[config.mk]
export PLATFORM = sky130hd
export DESIGN_NAME = vtp_mac
export DESIGN_NICKNAME = d
export VERILOG_FILES = /design/src/sv/vtp_pkg.sv /design/src/sv/vtp_mac.sv
export SDC_FILE = /design/constraint.sdc
export NUM_CORES = 2
export LEC_CHECK = 0
export BUFFER_PORTS_ARGS = -buffer_cell sky130_fd_sc_hd__buf_2
export CORE_MARGIN = 2
export CORE_UTILIZATION = 30
export DETAILED_ROUTE_END_ITERATION = 8
export GPL_ROUTABILITY_DRIVEN = 0
export SLEW_MARGIN = 20
export SYNTH_ARGS = -nofsm -noshare
export SYNTH_HDL_FRONTEND = slang
export SYNTH_SLANG_ARGS = --single-unit
[constraint.sdc]
create_clock -name i_clk -period 9.3 [get_ports i_clk]
set_input_delay 1.86 -clock i_clk [delete_from_list [all_inputs] [get_ports i_clk]]
set_output_delay 1.86 -clock i_clk [all_outputs]
set_load 0.02 [all_outputs]
[src/sv/vtp_pkg.sv]
// ----------------------------------------------------------------------------
// vtp_pkg
// shared types and constants of the vertex transform pipeline
// ----------------------------------------------------------------------------
package vtp_pkg;

    localparam int VTP_FRAC_BITS  = 16;
    localparam int VTP_COEF_DEPTH = 64;
    localparam int VTP_ADDR_W     = $clog2(VTP_COEF_DEPTH);

    localparam logic signed [31:0] VTP_MAX32 = 32'sh7fff_ffff;
    localparam logic signed [31:0] VTP_MIN32 = 32'sh8000_0000;

    localparam logic KIND_LOAD   = 1'b0;
    localparam logic KIND_VERTEX = 1'b1;

    localparam logic [1:0] MAT_WORLD = 2'd0;
    localparam logic [1:0] MAT_VIEW  = 2'd1;
    localparam logic [1:0] MAT_PROJ  = 2'd2;
    localparam logic [1:0] MAT_PORT  = 2'd3;

    localparam logic [1:0] STAGE_WORLD  = 2'd0;
    localparam logic [1:0] STAGE_VIEW   = 2'd1;
    localparam logic [1:0] STAGE_SCREEN = 2'd2;

    typedef struct packed {
        logic               kind;
        logic [1:0]         matrix_select;
        logic [3:0]         element_index;
        logic signed [31:0] coefficient;
        logic signed [31:0] pos_x;
        logic signed [31:0] pos_y;
        logic signed [31:0] pos_z;
    } t_vtp_in;

    typedef struct packed {
        logic [1:0]         stage;
        logic signed [31:0] out_x;
        logic signed [31:0] out_y;
        logic signed [31:0] out_z;
        logic signed [31:0] out_w;
        logic               w_zero;
        logic               last;
    } t_vtp_out;

    typedef struct packed {
        logic mul;
        logic acc;
        logic first;
    } t_vtp_mac_ctl;

    typedef enum logic [3:0] {
        S_IDLE,
        S_RD,
        S_MUL,
        S_ACC,
        S_COL,
        S_EMIT,
        S_DIVSEL,
        S_DIVGO,
        S_DIVWAIT
    } t_vtp_state;

endpackage

[src/sv/vtp_mac.sv]
// ----------------------------------------------------------------------------
// vtp_mac
// shared multiply-accumulate with rounding and saturation to 32 bits
// ----------------------------------------------------------------------------
module vtp_mac #(
    parameter int FRAC_BITS = vtp_pkg::VTP_FRAC_BITS
) (
    input  logic                  i_clk,
    input  vtp_pkg::t_vtp_mac_ctl i_ctl,
    input  logic signed [31:0]    i_a,
    input  logic signed [31:0]    i_b,
    output logic signed [31:0]    o_res
);
    import vtp_pkg::*;

    localparam int ACC_W = 66;
    localparam logic signed [ACC_W-1:0] HALF = ACC_W'(1) <<< (FRAC_BITS - 1);

    logic signed [63:0]      r_prod;
    logic signed [ACC_W-1:0] r_acc;
    logic signed [ACC_W-1:0] rnd;
    logic [ACC_W-32:0]       upper;

    always_ff @(posedge i_clk) begin
        if (i_ctl.mul) begin
            r_prod <= i_a * i_b;
        end
        if (i_ctl.acc) begin
            r_acc <= i_ctl.first ? ACC_W'(r_prod) : r_acc + ACC_W'(r_prod);
        end
    end

    // round half up, then clamp
    always_comb begin
        rnd   = (r_acc + HALF) >>> FRAC_BITS;
        upper = rnd[ACC_W-1:31];
        if ((&upper) || !(|upper)) begin
            o_res = rnd[31:0];
        end else begin
            o_res = rnd[ACC_W-1] ? VTP_MIN32 : VTP_MAX32;
        end
    end

endmodule

==> reports/metrics.yaml <==
routing:
  drt-total-wl_um: 125000
  drtIter0Drc: 1860
  via_per_inst: 4.71
  wl_per_cell_um: 17.3
  ant_nets: 0
  dr_total_vias: 34100
  first_pass_iters: 6
  route.detailed.drc: 0
synthesis:
  syn_area_mm2: 0.0462
  yosys-top-cells-area: "fa_1, edfxtp_1, inv_1"
  yosys-top-cells-count: "fa_1, inv_1, nand2_1, and2_1, ha_1"
  yosys.area.top_type: "fa_1"
  synth_top_area_frac: 0.469
  synth-edff-count: 130
  ys_warn_count: 0
  ys_ff_latch: 130
  synth_most_common_cell: "fa_1"
  ys_types: 86
  async_reset_ff_frac: 0
  syn_inst: 4957
  synth-main-ff-cell: "edfxtp_1"
  avgSynthCellArea_um2: 9.33
  ys_seq_area_frac: 0.0844
  syn_nets: 6358
global_routing:
  globalRouteMet2Util: 0.275
  grt_pass1_vias: 37800
  grt_util_all_layers: 0.163
  top_usage_layer: "met2"
  grt_max_degree: 86
  grt_pass1_wl_um: 205000
  gr-total-overflow: 0
  met3_usage: 0.0156
  antenna_found_initial: 8
  met1_usage: 0.221
floorplanning:
  core_mm2: 0.154
  pin_count: 100
  num_rows: 144
  die-height_um: 397
  dieWidth_um: 397
  start_util: 0.301
  die-area_mm2: 0.157
clocking:
  clkLatencyLatePin_ns: 0.43
  cts_buffers: 17
  clock-sinks: 130
  cts_tree: "yes"
  cts-root-buf: "clkbuf_16"
  post_cts_buffers: 0
  h-tree-depth: 4
  clock_path_buffers: 2
  cts.clk_slew.worst_paths_ns: 0.06
cells_and_area:
  syn_to_final_growth_pct: 12.2
  fin_area_mm2: 0.0519
  nets: 6575
  drive_above_1_share: 0.106
worst_setup_path:
  criticalPathCategory: "in2reg"
  r2r_setup_slack_ns: 5.42
  crit_path_max_fanout: 17
  end_kind: "flop"
  required_ns: 9.48
  critPathLaunchType: "input pin"
  arrival_ns: 9.29
timing:
  period_needed_ns: 9.10
  fin_skew_ns: 0.0114
  fmax_ghz: 0.110
  finalCritPeriodShare: 0.979
  drv_slew: 0
  slew_headroom: 0.357
  finalHoldViolCount: 0
  setup_viol: 0
  worst_pin_slew_ns: 0.962
place:
  port_buffers: 99
  placed_area_mm2: 0.0512
  dp_hpwl_um: 111000
hold_path:
  hold_path.class: "reg2reg"
run_status:
  status: "finished, final reports clean"
run:
  cap_violations: 0
-- worst paths after layout --
kind,from,to,cells past startpoint
setup / recovery,i_a[15],r_prod[61],25
hold / removal,r_prod[46],r_acc[46],2
setup reg to reg,r_prod[3],r_acc[65],11
hold reg to reg,r_prod[46],r_acc[46],2
-- state kept, by name, indices dropped and copies added (netlist names) --
| register | count |
|---|---|
| r_prod | 64 |
| r_acc | 66 |
-- cell usage in the layout (no fill, tap or decap), types with 10 or more instances in the layout --
| master | count |
|---|---|
| a21o_1 | 80 |
| nand2b_1 | 20 |
| buf_12 | 20 |
| and2_1 | 521 |
| clkbuf_4 | 13 |
| edfxtp_1 | 130 |
| xor2_1 | 71 |
| o21ai_0 | 136 |
| nor2b_1 | 15 |
| ha_1 | 250 |
| a21oi_2 | 32 |
| a21oi_1 | 133 |
| a211oi_1 | 12 |
| nor2_1 | 126 |
| a31oi_1 | 21 |
| o21bai_1 | 23 |
| clkbuf_16 | 17 |
| buf_2 | 85 |
| xnor2_1 | 82 |
| o211ai_1 | 16 |
| and3_1 | 26 |
| o21a_1 | 17 |
| fa_1 | 1083 |
| buf_4 | 329 |
| nor3_1 | 19 |
| nand3_1 | 54 |
| and4_1 | 10 |
| nand4_1 | 25 |
| nand2_1 | 654 |
| inv_1 | 999 |
-- cells by family after synthesis --
kind of cell / Yosys count / share of synthesized area
AOI/OAI and AO/OA: 567 / 0.0807
xor gates and xnor gates: 153 / 0.0290
adders and majority gates: 1333 / 0.537
buffers and inverters: 1249 / 0.103
DFF: 130 / 0.0844
muxes: 7 / 0.00160
and+or+nand+nor: 1518 / 0.165
-- worst max-delay path, cell delays in order --
cell	delay, ns
clkbuf_4	0.26
buf_4	0.22
buf_4	0.17
and2_1	0.17
fa_1	0.54
inv_1	0.05
fa_1	0.47
inv_1	0.05
fa_1	0.48
fa_1	0.58
fa_1	0.44
fa_1	0.48
fa_1	0.53
fa_1	0.42
ha_1	0.34
and4_1	0.22
nand3_1	0.14
or4_1	0.63
nor4_4	0.27
o211ai_1	0.13
buf_4	0.16
a21oi_2	0.24
o31ai_2	0.11
a21o_1	0.17
a21boi_1	0.13
-- cell type report --
type	count	area, um2
antenna	2	5.00
multi-input combinational	3578	37600
inverter	1000	3750
sequential	130	3900
tap	2044	2560
clock buffer	19	433
timing repair buffer	447	3390
clock inverter	13	185
fill	15800	102000
-- layer usage --
| metal | wire, um | up-vias |
|---|---|---|
| li1 | - | 15500 |
| met1 | 56400 | 17600 |
| met2 | 59600 | 833 |
| met3 | 5990 | 164 |
| met4 | 3240 | 4 |
| met5 | 25 | - |
-- through the flow --
step / hold slack [ns] / instances / TNS [ns] / setup WS (ns) / utilization
after floorplan: 0.525 / 4957 / 0 / 0.294 / -
after detailed placement: 0.558 / 7199 / -4.15 / -0.488 / 0.333
after CTS: 0.574 / 7231 / 0 / 0.101 / 0.337
after global placement: 0.539 / 7199 / -2.86 / -0.415 / 0.333
final: 0.570 / 7233 / 0 / 0.198 / 0.338
after global routing: 0.601 / 7231 / -0.00802 / -0.00802 / 0.338
-- timing repair --
| item | in CTS | in global routing |
|---|---|---|
| hold buffers | 0 | 0 |
| hold endpoints to repair | 0 | 0 |
| endpoints found under the setup margin | 1 | 10 |
| gates resized for setup | 1 | 23 |
Power is not shown: default switching activity piles up to over one toggle a cycle in this logic, so the estimate is an artifact.
