[config.mk]
export PLATFORM = sky130hd
export DESIGN_NAME = vtp_div
export DESIGN_NICKNAME = d
export VERILOG_FILES = /design/src/sv/vtp_pkg.sv /design/src/sv/vtp_div.sv
export SDC_FILE = /design/constraint.sdc
export NUM_CORES = 1
export LEC_CHECK = 0
export ABC_AREA = 1
export BUFFER_PORTS_ARGS = -buffer_cell sky130_fd_sc_hd__clkbuf_2
export CAP_MARGIN = 20
export CORE_AREA = 2 2 199 201
export DETAILED_ROUTE_END_ITERATION = 8
export DIE_AREA = 0 0 201 203
export MAX_ROUTING_LAYER = met4
export PLACE_DENSITY_LB_ADDON = 0.12
export SYNTH_ARGS = -nofsm -noshare
export SYNTH_HDL_FRONTEND = slang
export SYNTH_SLANG_ARGS = --single-unit
[constraint.sdc]
create_clock -name i_clk -period 6.92 [get_ports i_clk]
set_input_delay 1.038 -clock i_clk [delete_from_list [all_inputs] [get_ports i_clk]]
set_output_delay 1.038 -clock i_clk [all_outputs]
set_load 0.1 [all_outputs]
[src/sv/vtp_pkg.sv]
// ----------------------------------------------------------------------------
// vtp_pkg
// shared types and constants of the vertex transform pipeline
// ----------------------------------------------------------------------------
package vtp_pkg;

    localparam int VTP_FRAC_BITS  = 16;
    localparam int VTP_COEF_DEPTH = 64;
    localparam int VTP_ADDR_W     = $clog2(VTP_COEF_DEPTH);

    localparam logic signed [31:0] VTP_MAX32 = 32'sh7fff_ffff;
    localparam logic signed [31:0] VTP_MIN32 = 32'sh8000_0000;

    localparam logic KIND_LOAD   = 1'b0;
    localparam logic KIND_VERTEX = 1'b1;

    localparam logic [1:0] MAT_WORLD = 2'd0;
    localparam logic [1:0] MAT_VIEW  = 2'd1;
    localparam logic [1:0] MAT_PROJ  = 2'd2;
    localparam logic [1:0] MAT_PORT  = 2'd3;

    localparam logic [1:0] STAGE_WORLD  = 2'd0;
    localparam logic [1:0] STAGE_VIEW   = 2'd1;
    localparam logic [1:0] STAGE_SCREEN = 2'd2;

    typedef struct packed {
        logic               kind;
        logic [1:0]         matrix_select;
        logic [3:0]         element_index;
        logic signed [31:0] coefficient;
        logic signed [31:0] pos_x;
        logic signed [31:0] pos_y;
        logic signed [31:0] pos_z;
    } t_vtp_in;

    typedef struct packed {
        logic [1:0]         stage;
        logic signed [31:0] out_x;
        logic signed [31:0] out_y;
        logic signed [31:0] out_z;
        logic signed [31:0] out_w;
        logic               w_zero;
        logic               last;
    } t_vtp_out;

    typedef struct packed {
        logic mul;
        logic acc;
        logic first;
    } t_vtp_mac_ctl;

    typedef enum logic [3:0] {
        S_IDLE,
        S_RD,
        S_MUL,
        S_ACC,
        S_COL,
        S_EMIT,
        S_DIVSEL,
        S_DIVGO,
        S_DIVWAIT
    } t_vtp_state;

endpackage

[src/sv/vtp_div.sv]
// ----------------------------------------------------------------------------
// vtp_div
// restoring divider for the perspective divide, one quotient bit a cycle
// ----------------------------------------------------------------------------
module vtp_div #(
    parameter int FRAC_BITS = vtp_pkg::VTP_FRAC_BITS
) (
    input  logic               i_clk,
    input  logic               i_rst_n,
    input  logic               i_start,
    input  logic signed [31:0] i_num,
    input  logic [31:0]        i_mag,
    output logic               o_done,
    output logic signed [31:0] o_quot
);
    import vtp_pkg::*;

    localparam int NW  = 33 + FRAC_BITS;
    localparam int CW  = $clog2(NW + 1);
    localparam logic [NW-1:0] LIM = NW'(33'h0_8000_0000);

    logic [NW-1:0] r_n;
    logic [31:0]   r_rem;
    logic [31:0]   r_mag;
    logic          r_neg;
    logic [CW-1:0] r_cnt;
    logic          r_busy;
    logic          r_done;

    logic [31:0]   abs_num;
    logic [NW-1:0] dividend;
    logic [32:0]   rem_sh;
    logic          ge;
    logic [31:0]   q_low;

    assign abs_num  = i_num[31] ? 32'(-i_num) : i_num;
    assign dividend = (NW'(abs_num) << FRAC_BITS) + NW'(i_mag >> 1);
    assign rem_sh   = {r_rem, r_n[NW-1]};
    assign ge       = rem_sh >= {1'b0, r_mag};

    always_ff @(posedge i_clk) begin
        if (i_start) begin
            r_n   <= dividend;
            r_rem <= '0;
            r_mag <= i_mag;
            r_neg <= i_num[31];
        end else if (r_busy) begin
            r_rem <= ge ? 32'(rem_sh - {1'b0, r_mag}) : rem_sh[31:0];
            r_n   <= {r_n[NW-2:0], ge};
        end
    end

    always_ff @(posedge i_clk) begin
        if (!i_rst_n) begin
            r_busy <= 1'b0;
            r_done <= 1'b0;
            r_cnt  <= '0;
        end else begin
            r_done <= 1'b0;
            if (i_start) begin
                r_busy <= 1'b1;
                r_cnt  <= '0;
            end else if (r_busy) begin
                r_cnt <= r_cnt + 1'b1;
                if (r_cnt == CW'(NW - 1)) begin
                    r_busy <= 1'b0;
                    r_done <= 1'b1;
                end
            end
        end
    end

    // sign back on, clamp to 32 bits
    always_comb begin
        q_low = r_n[31:0];
        if (r_neg) begin
            o_quot = (r_n > LIM) ? VTP_MIN32 : 32'(-q_low);
        end else begin
            o_quot = (r_n >= LIM) ? VTP_MAX32 : q_low;
        end
    end

    assign o_done = r_done;

endmodule

==> results of run 1 <==
## cell type report
class | instances | area (um2) | area share
clock buffer | 18 | 439 | 0.0369
clock inverter | 14 | 144 | 0.0121
inverter | 162 | 608 | 0.0511
multi-input combinational | 1138 | 6270 | 0.526
sequential | 122 | 3260 | 0.274
tap | 518 | 648 | 0.0544
timing repair buffer | 104 | 536 | 0.0450
## final timing paths
check / start / end / slack [ns] / depth (start not counted)
max: r_n[0] / o_quot[17] / 2.55 / 11
min: r_rem[30] / r_rem[30] / 0.47 / 2
max reg2reg: r_mag[0] / r_rem[20] / 4.13 / 12
min reg2reg: r_rem[30] / r_rem[30] / 0.47 / 2
## logic make-up after synthesis
| kind of cell | count (synthesis) |
|---|---|
| buf+inv | 196 |
| xor+xnor | 71 |
| compound gates | 232 |
| fa+ha+maj | 55 |
| flops | 122 |
| simple gates | 780 |
## layout by cell type (no fill, tap or decap), types with 23 or more instances in the layout
cell,n
nor3_1,25
nand2_2,25
dfxtp_1,40
nand2_1,404
nand3_2,23
o21ai_1,26
xnor2_1,35
nor2_1,133
o21ai_0,109
a21oi_1,58
inv_1,149
nand3_1,96
edfxtp_1,82
ha_1,53
clkbuf_2,98
xor2_1,36
## flip-flops by register name, summed over array words and instances (netlist names)
| register | flops |
|---|---|
| o_done | 1 |
| r_busy | 1 |
| r_cnt | 6 |
| r_mag | 32 |
| r_n | 49 |
| r_neg | 1 |
| r_rem | 32 |
## where the power goes
group | switching (mW) | internal, mW
Combinational | 0.435 | 0.169
Sequential | 0.0642 | 0.852
Clock | 0.363 | 0.541
## stage by stage
step	hold WS [ns]	util	cells	setup WS [ns]	instance area, um2
2_1_floorplan	0.446	-	1456	2.18	10300
3_3_place_gp	0.466	0.294	2044	2.56	11300
3_5_place_dp	0.463	0.294	2044	2.47	11300
4_1_cts	0.475	0.310	2076	2.50	11900
5_1_grt	0.487	0.310	2076	2.31	11900
6_report	0.473	0.310	2076	2.55	11900
## critical path: cells and delay by family, from the launching register on
family,cells,cell delay (ns)
flip-flops,1,0.41
AND/OR/NAND/NOR,6,1.03
AO/OA/AOI/OAI,2,0.64
buffers and inverters,2,0.62
adder cells (fa/ha/maj),1,0.22
## metal layers
layer | wire length [um] | share of wire
met4 | 373 | 0.011
met5 | 0 | 0
met3 | 875 | 0.026
met2 | 15400 | 0.46
met1 | 16700 | 0.50
==> metrics.cfg, run 1 <==
[yosys]
synth_seq_cells = 122
synth.area.mux_share = 0
synthSimpleGateAreaFrac = 0.352
synth_area_leaders = edfxtp_1 24%, nand2_1 15%, dfxtp_1 7.8%
synth_xor_area_frac = 0.0603
yosysSeqAreaShare = 0.316
syn_avg_cell_area_um2 = 7.08
synth_area_um2 = 10300
synth_cell_types = 54
synth_top_family_by_area = simple AND/OR/NAND/NOR gates
synthAdderAreaFrac = 0.0682
syn_inst = 1456
ys_top_cells_by_count = 404 x nand2_1, 150 x inv_1, 135 x nor2_1
async_flop_share = 0
synth_ff_type = edfxtp_1
synth-compound-area-share = 0.126
yosys.cell_count.top_type = nand2_1
synth.net_count = 1578
synth_top_area_cell = edfxtp_1
yosysWarningCount = 0
synth_top_cell_area_share = 0.239
synth-edff-count = 82

[global_routing]
grt_pass1_vias = 9664
overflow = 0
antenna_found_initial = 0
grt_max_degree = 51
use_met2 = 0.279
top_usage_layer = met2
grt_pass1_wl_um = 54200
met1_usage = 0.231
grt_use_met3 = 0.0215
grt_usage = 0.173

[worst_setup_path]
max_stage_delay_ns = 0.52
cp-start-kind = flop
cp.required_ns = 5.88
crit_path_end_kind = output pin
arrival_ns = 3.33
path_class = flop to output pin
critPathSlowestCell = clkbuf_2
crit_fanout = 28
crit_chain = inv_2, ha_1, nand3_2, nor2_1, nand2_1, nor2_4, nand4_4, o21ai_4, nand2_4, o221ai_1, clkbuf_2

[sta]
fmax_mhz = 229
relSlewSlack = 0.417
setup_viol = 0
post-route-period-util = 0.631
setup_tns_ns = 0
rsz0062_at_grt = false
hold_viol_final = 0
maxSlewViolCount = 0
fin_crit_ns = 4.37
max_slew.worst_pin.slew_ns = 0.873
skew_ns = 0.0105

[die]
core_area_um2 = 38500
io_pins = 100
num_rows = 72
initial_utilization = 0.268
die_height_um = 203
die_area_um2 = 40800
fp.dieW_um = 201

[drt]
wl_per_cell_um = 16.1
avgViaCountPerCell = 4.64
firstDrtPassIters = 5
ant_nets = 0
drcViolationCount = 0
wirelength_um = 33300
drt_iter0_drc = 640
vias = 9638

[cts]
cts_tree = done
cts-resized-gates = 0
clockBufferDepth = 2
cts_buffers = 17
cts_hold_buf = 0
clk_latency_ns = 0.43
cts.clk_slew.worst_paths_ns = 0.06
h-tree-depth = 4
cts_root_buf = clkbuf_16
cts_setup_buffers = 0
cts_sinks = 122

[flow_run]
drv_cap = 0

[finish]
fillers = 4282
final_nets = 1667
n_antenna_cell = 0
drive_gt1_frac = 0.154
syn_to_final_growth_pct = 15.4

[power]
p_leak_nw = 5.28
powerDensity_nw_per_um2 = 204
ir_worst_vdd_v = 0.000160
power_mw = 2.42

[status]
outcome = finished clean

[place]
gp_congestion = 0.871
io_buffers = 99
detailed_place_hpwl_um = 26500

[worst_hold_path]
hold_class = flop to flop

Note: power is estimated with default switching activity, not from simulation.
==> run 2: changes to the inputs <==
- clock period: 6.92 -> 3.8 ns (I/O delays scaled with it)
==> run 2 against run 1 <==
  * Critical endpoint is now o_quot[22]
  * Die area is the same
  * Total power grew 86%
  * Via count grew 1.4%
  * Final cell count grew 0.34%
  * Clock power grew 87%
  * Global-route usage shrank 0.47 points
  * Critical path type unchanged
  * Sequential power grew 81%
  * Utilization grew 0.71 points
  * Wire length shrank 2.0%
  * Sequential share of layout area shrank 0.62 points
  * Highest routed layer unchanged
  * Count of clock-buffer cells in the layout shrank 1
  * Non-clock buffer count grew 7
==> metrics.cfg, run 2 (synthesis gave the netlist of run 1 again) <==
[finish]
largest_register_ff_count = 49  ; unchanged
regMostFlops = r_n
syn_to_final_growth_pct = 18.1
final_nets = 1674  ; +0.42%
layout_commonest_cell = nand2_1
reg_top3 = r_n x49, r_mag x32, r_rem x32
drive_gt1_frac = 0.158  ; +0.00442
layout_common_cells = 404 x nand2_1, 149 x inv_1, 133 x nor2_1
n_antenna_cell = 0  ; unchanged
fillers = 4236  ; -1.1%

[cts]
cts_sinks = 122  ; unchanged
h-tree-depth = 4  ; unchanged
cts_setup_buffers = 0  ; unchanged
clockBufferDepth = 2  ; unchanged
cts-resized-gates = 0  ; unchanged
cts_buffers = 17  ; unchanged
cts.clk_slew.worst_paths_ns = 0.07  ; about the same
cts_root_buf = clkbuf_16
cts_tree = done
cts_hold_buf = 0  ; unchanged
clk_latency_ns = 0.43  ; about the same

[sta]
hold_viol_final = 0  ; unchanged
post-route-period-util = 0.965
skew_ns = 0.00885  ; -0.00168 ns
relSlewSlack = 0.406  ; -0.0106
rsz0062_at_grt = true
fmax_mhz = 273
holdWs_ns = 0.320  ; -0.153 ns
max_slew.worst_pin.slew_ns = 0.888  ; +0.0158 ns
fin_crit_ns = 3.67
setup_viol = 0  ; unchanged
maxSlewViolCount = 0  ; unchanged

[power]
p_sw_mw = 1.61  ; +87%
power_frac_comb = 0.256  ; +0.007
seqPwrFrac = 0.369  ; -0.009
swShare = 0.357  ; +0.00169
power_mw = 4.50  ; +86%
p_leak_nw = 5.38  ; +1.8%
powerDensity_nw_per_um2 = 370  ; +82%
power_frac_clock = 0.376  ; +0.003
ir_worst_vdd_v = 0.000288  ; +81%
p_int_mw = 2.89  ; +85%

[drt]
wirelength_um = 32700  ; -2.0%
ant_nets = 0  ; unchanged
drt_iter0_drc = 627  ; -2.0%
drcViolationCount = 0  ; unchanged
avgViaCountPerCell = 4.69  ; +1.1%
wl_per_cell_um = 15.7  ; -2.3%
firstDrtPassIters = 8  ; +3
vias = 9773  ; +1.4%

[global_routing]
grt_max_degree = 75  ; +47%
antenna_found_initial = 0  ; unchanged
grt_pass1_vias = 9540  ; -1.3%
overflow = 0  ; unchanged
grt_pass1_wl_um = 52700  ; -2.6%
grt_usage = 0.168  ; -0.00474

[worst_setup_path]
arrival_ns = 3.10  ; -0.23 ns
crit_path_end_kind = output pin
crit_fanout = 28  ; unchanged
r2r_cells = 12  ; unchanged
cp.required_ns = 3.23  ; -2.65 ns
cp-start-kind = flop
path_class = flop to output pin
rr_startpoint = r_mag[0]
rrSetupSlack_ns = 1.07  ; -3.06 ns
timing.rr.end = r_rem[22]

[place]
detailed_place_hpwl_um = 26000  ; -1.9%
gp_congestion = 0.878  ; +0.87%
io_buffers = 99  ; unchanged

[status]
outcome = finished clean

[die]
num_rows = 72  ; unchanged
fp.dieW_um = 201  ; unchanged
io_pins = 100  ; unchanged
die_height_um = 203  ; unchanged
die_area_um2 = 40800  ; unchanged
core_area_um2 = 38500  ; unchanged
initial_utilization = 0.268  ; unchanged

[worst_hold_path]
holdPathStages = 1  ; -1
hold_class = input port to flop
holdCritStartpoint = i_mag[0]
hold_end = r_mag[0]

[flow_run]
drv_cap = 0  ; unchanged

-- run 2: changes by cell type in the layout (fill, tap and decap cells not counted), sizes merged --
cell and change:
clkinv -4, clkbuf -29, inv +5, buf +35
-- run 2: worst max-delay path, cell delays in order (launching register included) --
cell      delay (ns)
edfxtp_1        0.41
inv_2           0.10
ha_1            0.21
nand3_2         0.14
nor2_1          0.13
nand2_1         0.13
nor2_4          0.18
nand4_4         0.15
o21ai_4         0.34
nand2_8         0.22
o21ai_0         0.42
buf_12          0.23
-- run 2: final cells by class --
| cell class | count | area, um2 | share of cell area |
|---|---|---|---|
| multi-input cells | 1138 | 6280 | 0.515 |
| repair buffers | 111 | 783 | 0.0643 |
| well taps | 518 | 648 | 0.0532 |
| clock buffers | 17 | 425 | 0.0349 |
| flip-flops and latches | 122 | 3260 | 0.268 |
| clock inverters | 15 | 176 | 0.0145 |
| inverters | 162 | 608 | 0.0499 |
-- run 2: power groups by stage --
stage	clock, mW	sequential, mW	combinational [mW]
floorplan	0	1.64	0.818
global placement	0	1.69	1.16
detailed placement	0	1.69	1.16
CTS	1.74	1.66	1.16
global route	1.80	1.67	1.28
finish	1.69	1.66	1.15
-- run 2: worst max-delay path by stage --
stage / from / endpoint / slack (ns) / cells past startpoint
final: r_n[0] / o_quot[22] / 0.13 / 11
after global routing: r_n[0] / o_quot[22] / -0.05 / 11
after CTS: r_n[0] / o_quot[17] / 0.04 / 11
after detailed placement: i_num[0] / r_n[47] / 0.24 / 19
after global placement: i_num[5] / r_n[47] / 0.29 / 17
after floorplan: r_n[0] / o_quot[16] / -0.47 / 10
-- run 2: metal layers --
layer / up-vias / part of all wire / track usage
met1: 4538 / 0.50 / 0.224
li1: 5024 / - / -
met4: 0 / 0.012 / 0.0394
met2: 181 / 0.46 / 0.273
met5: - / 0 / -
met3: 30 / 0.033 / 0.0194
-- run 2: metrics by stage --
| step | area, um2 | worst slack, ns | instances | utilization | setup TNS, ns |
|---|---|---|---|---|---|
| after floorplan | 10300 | -0.470 | 1456 | - | -2.89 |
| after global placement | 11600 | 0.293 | 2051 | 0.301 | 0 |
| after detailed placement | 11600 | 0.241 | 2051 | 0.301 | 0 |
| after CTS | 12200 | 0.0442 | 2083 | 0.316 | 0 |
| after global routing | 12200 | -0.0465 | 2083 | 0.317 | -0.134 |
| final | 12200 | 0.131 | 2083 | 0.317 | 0 |
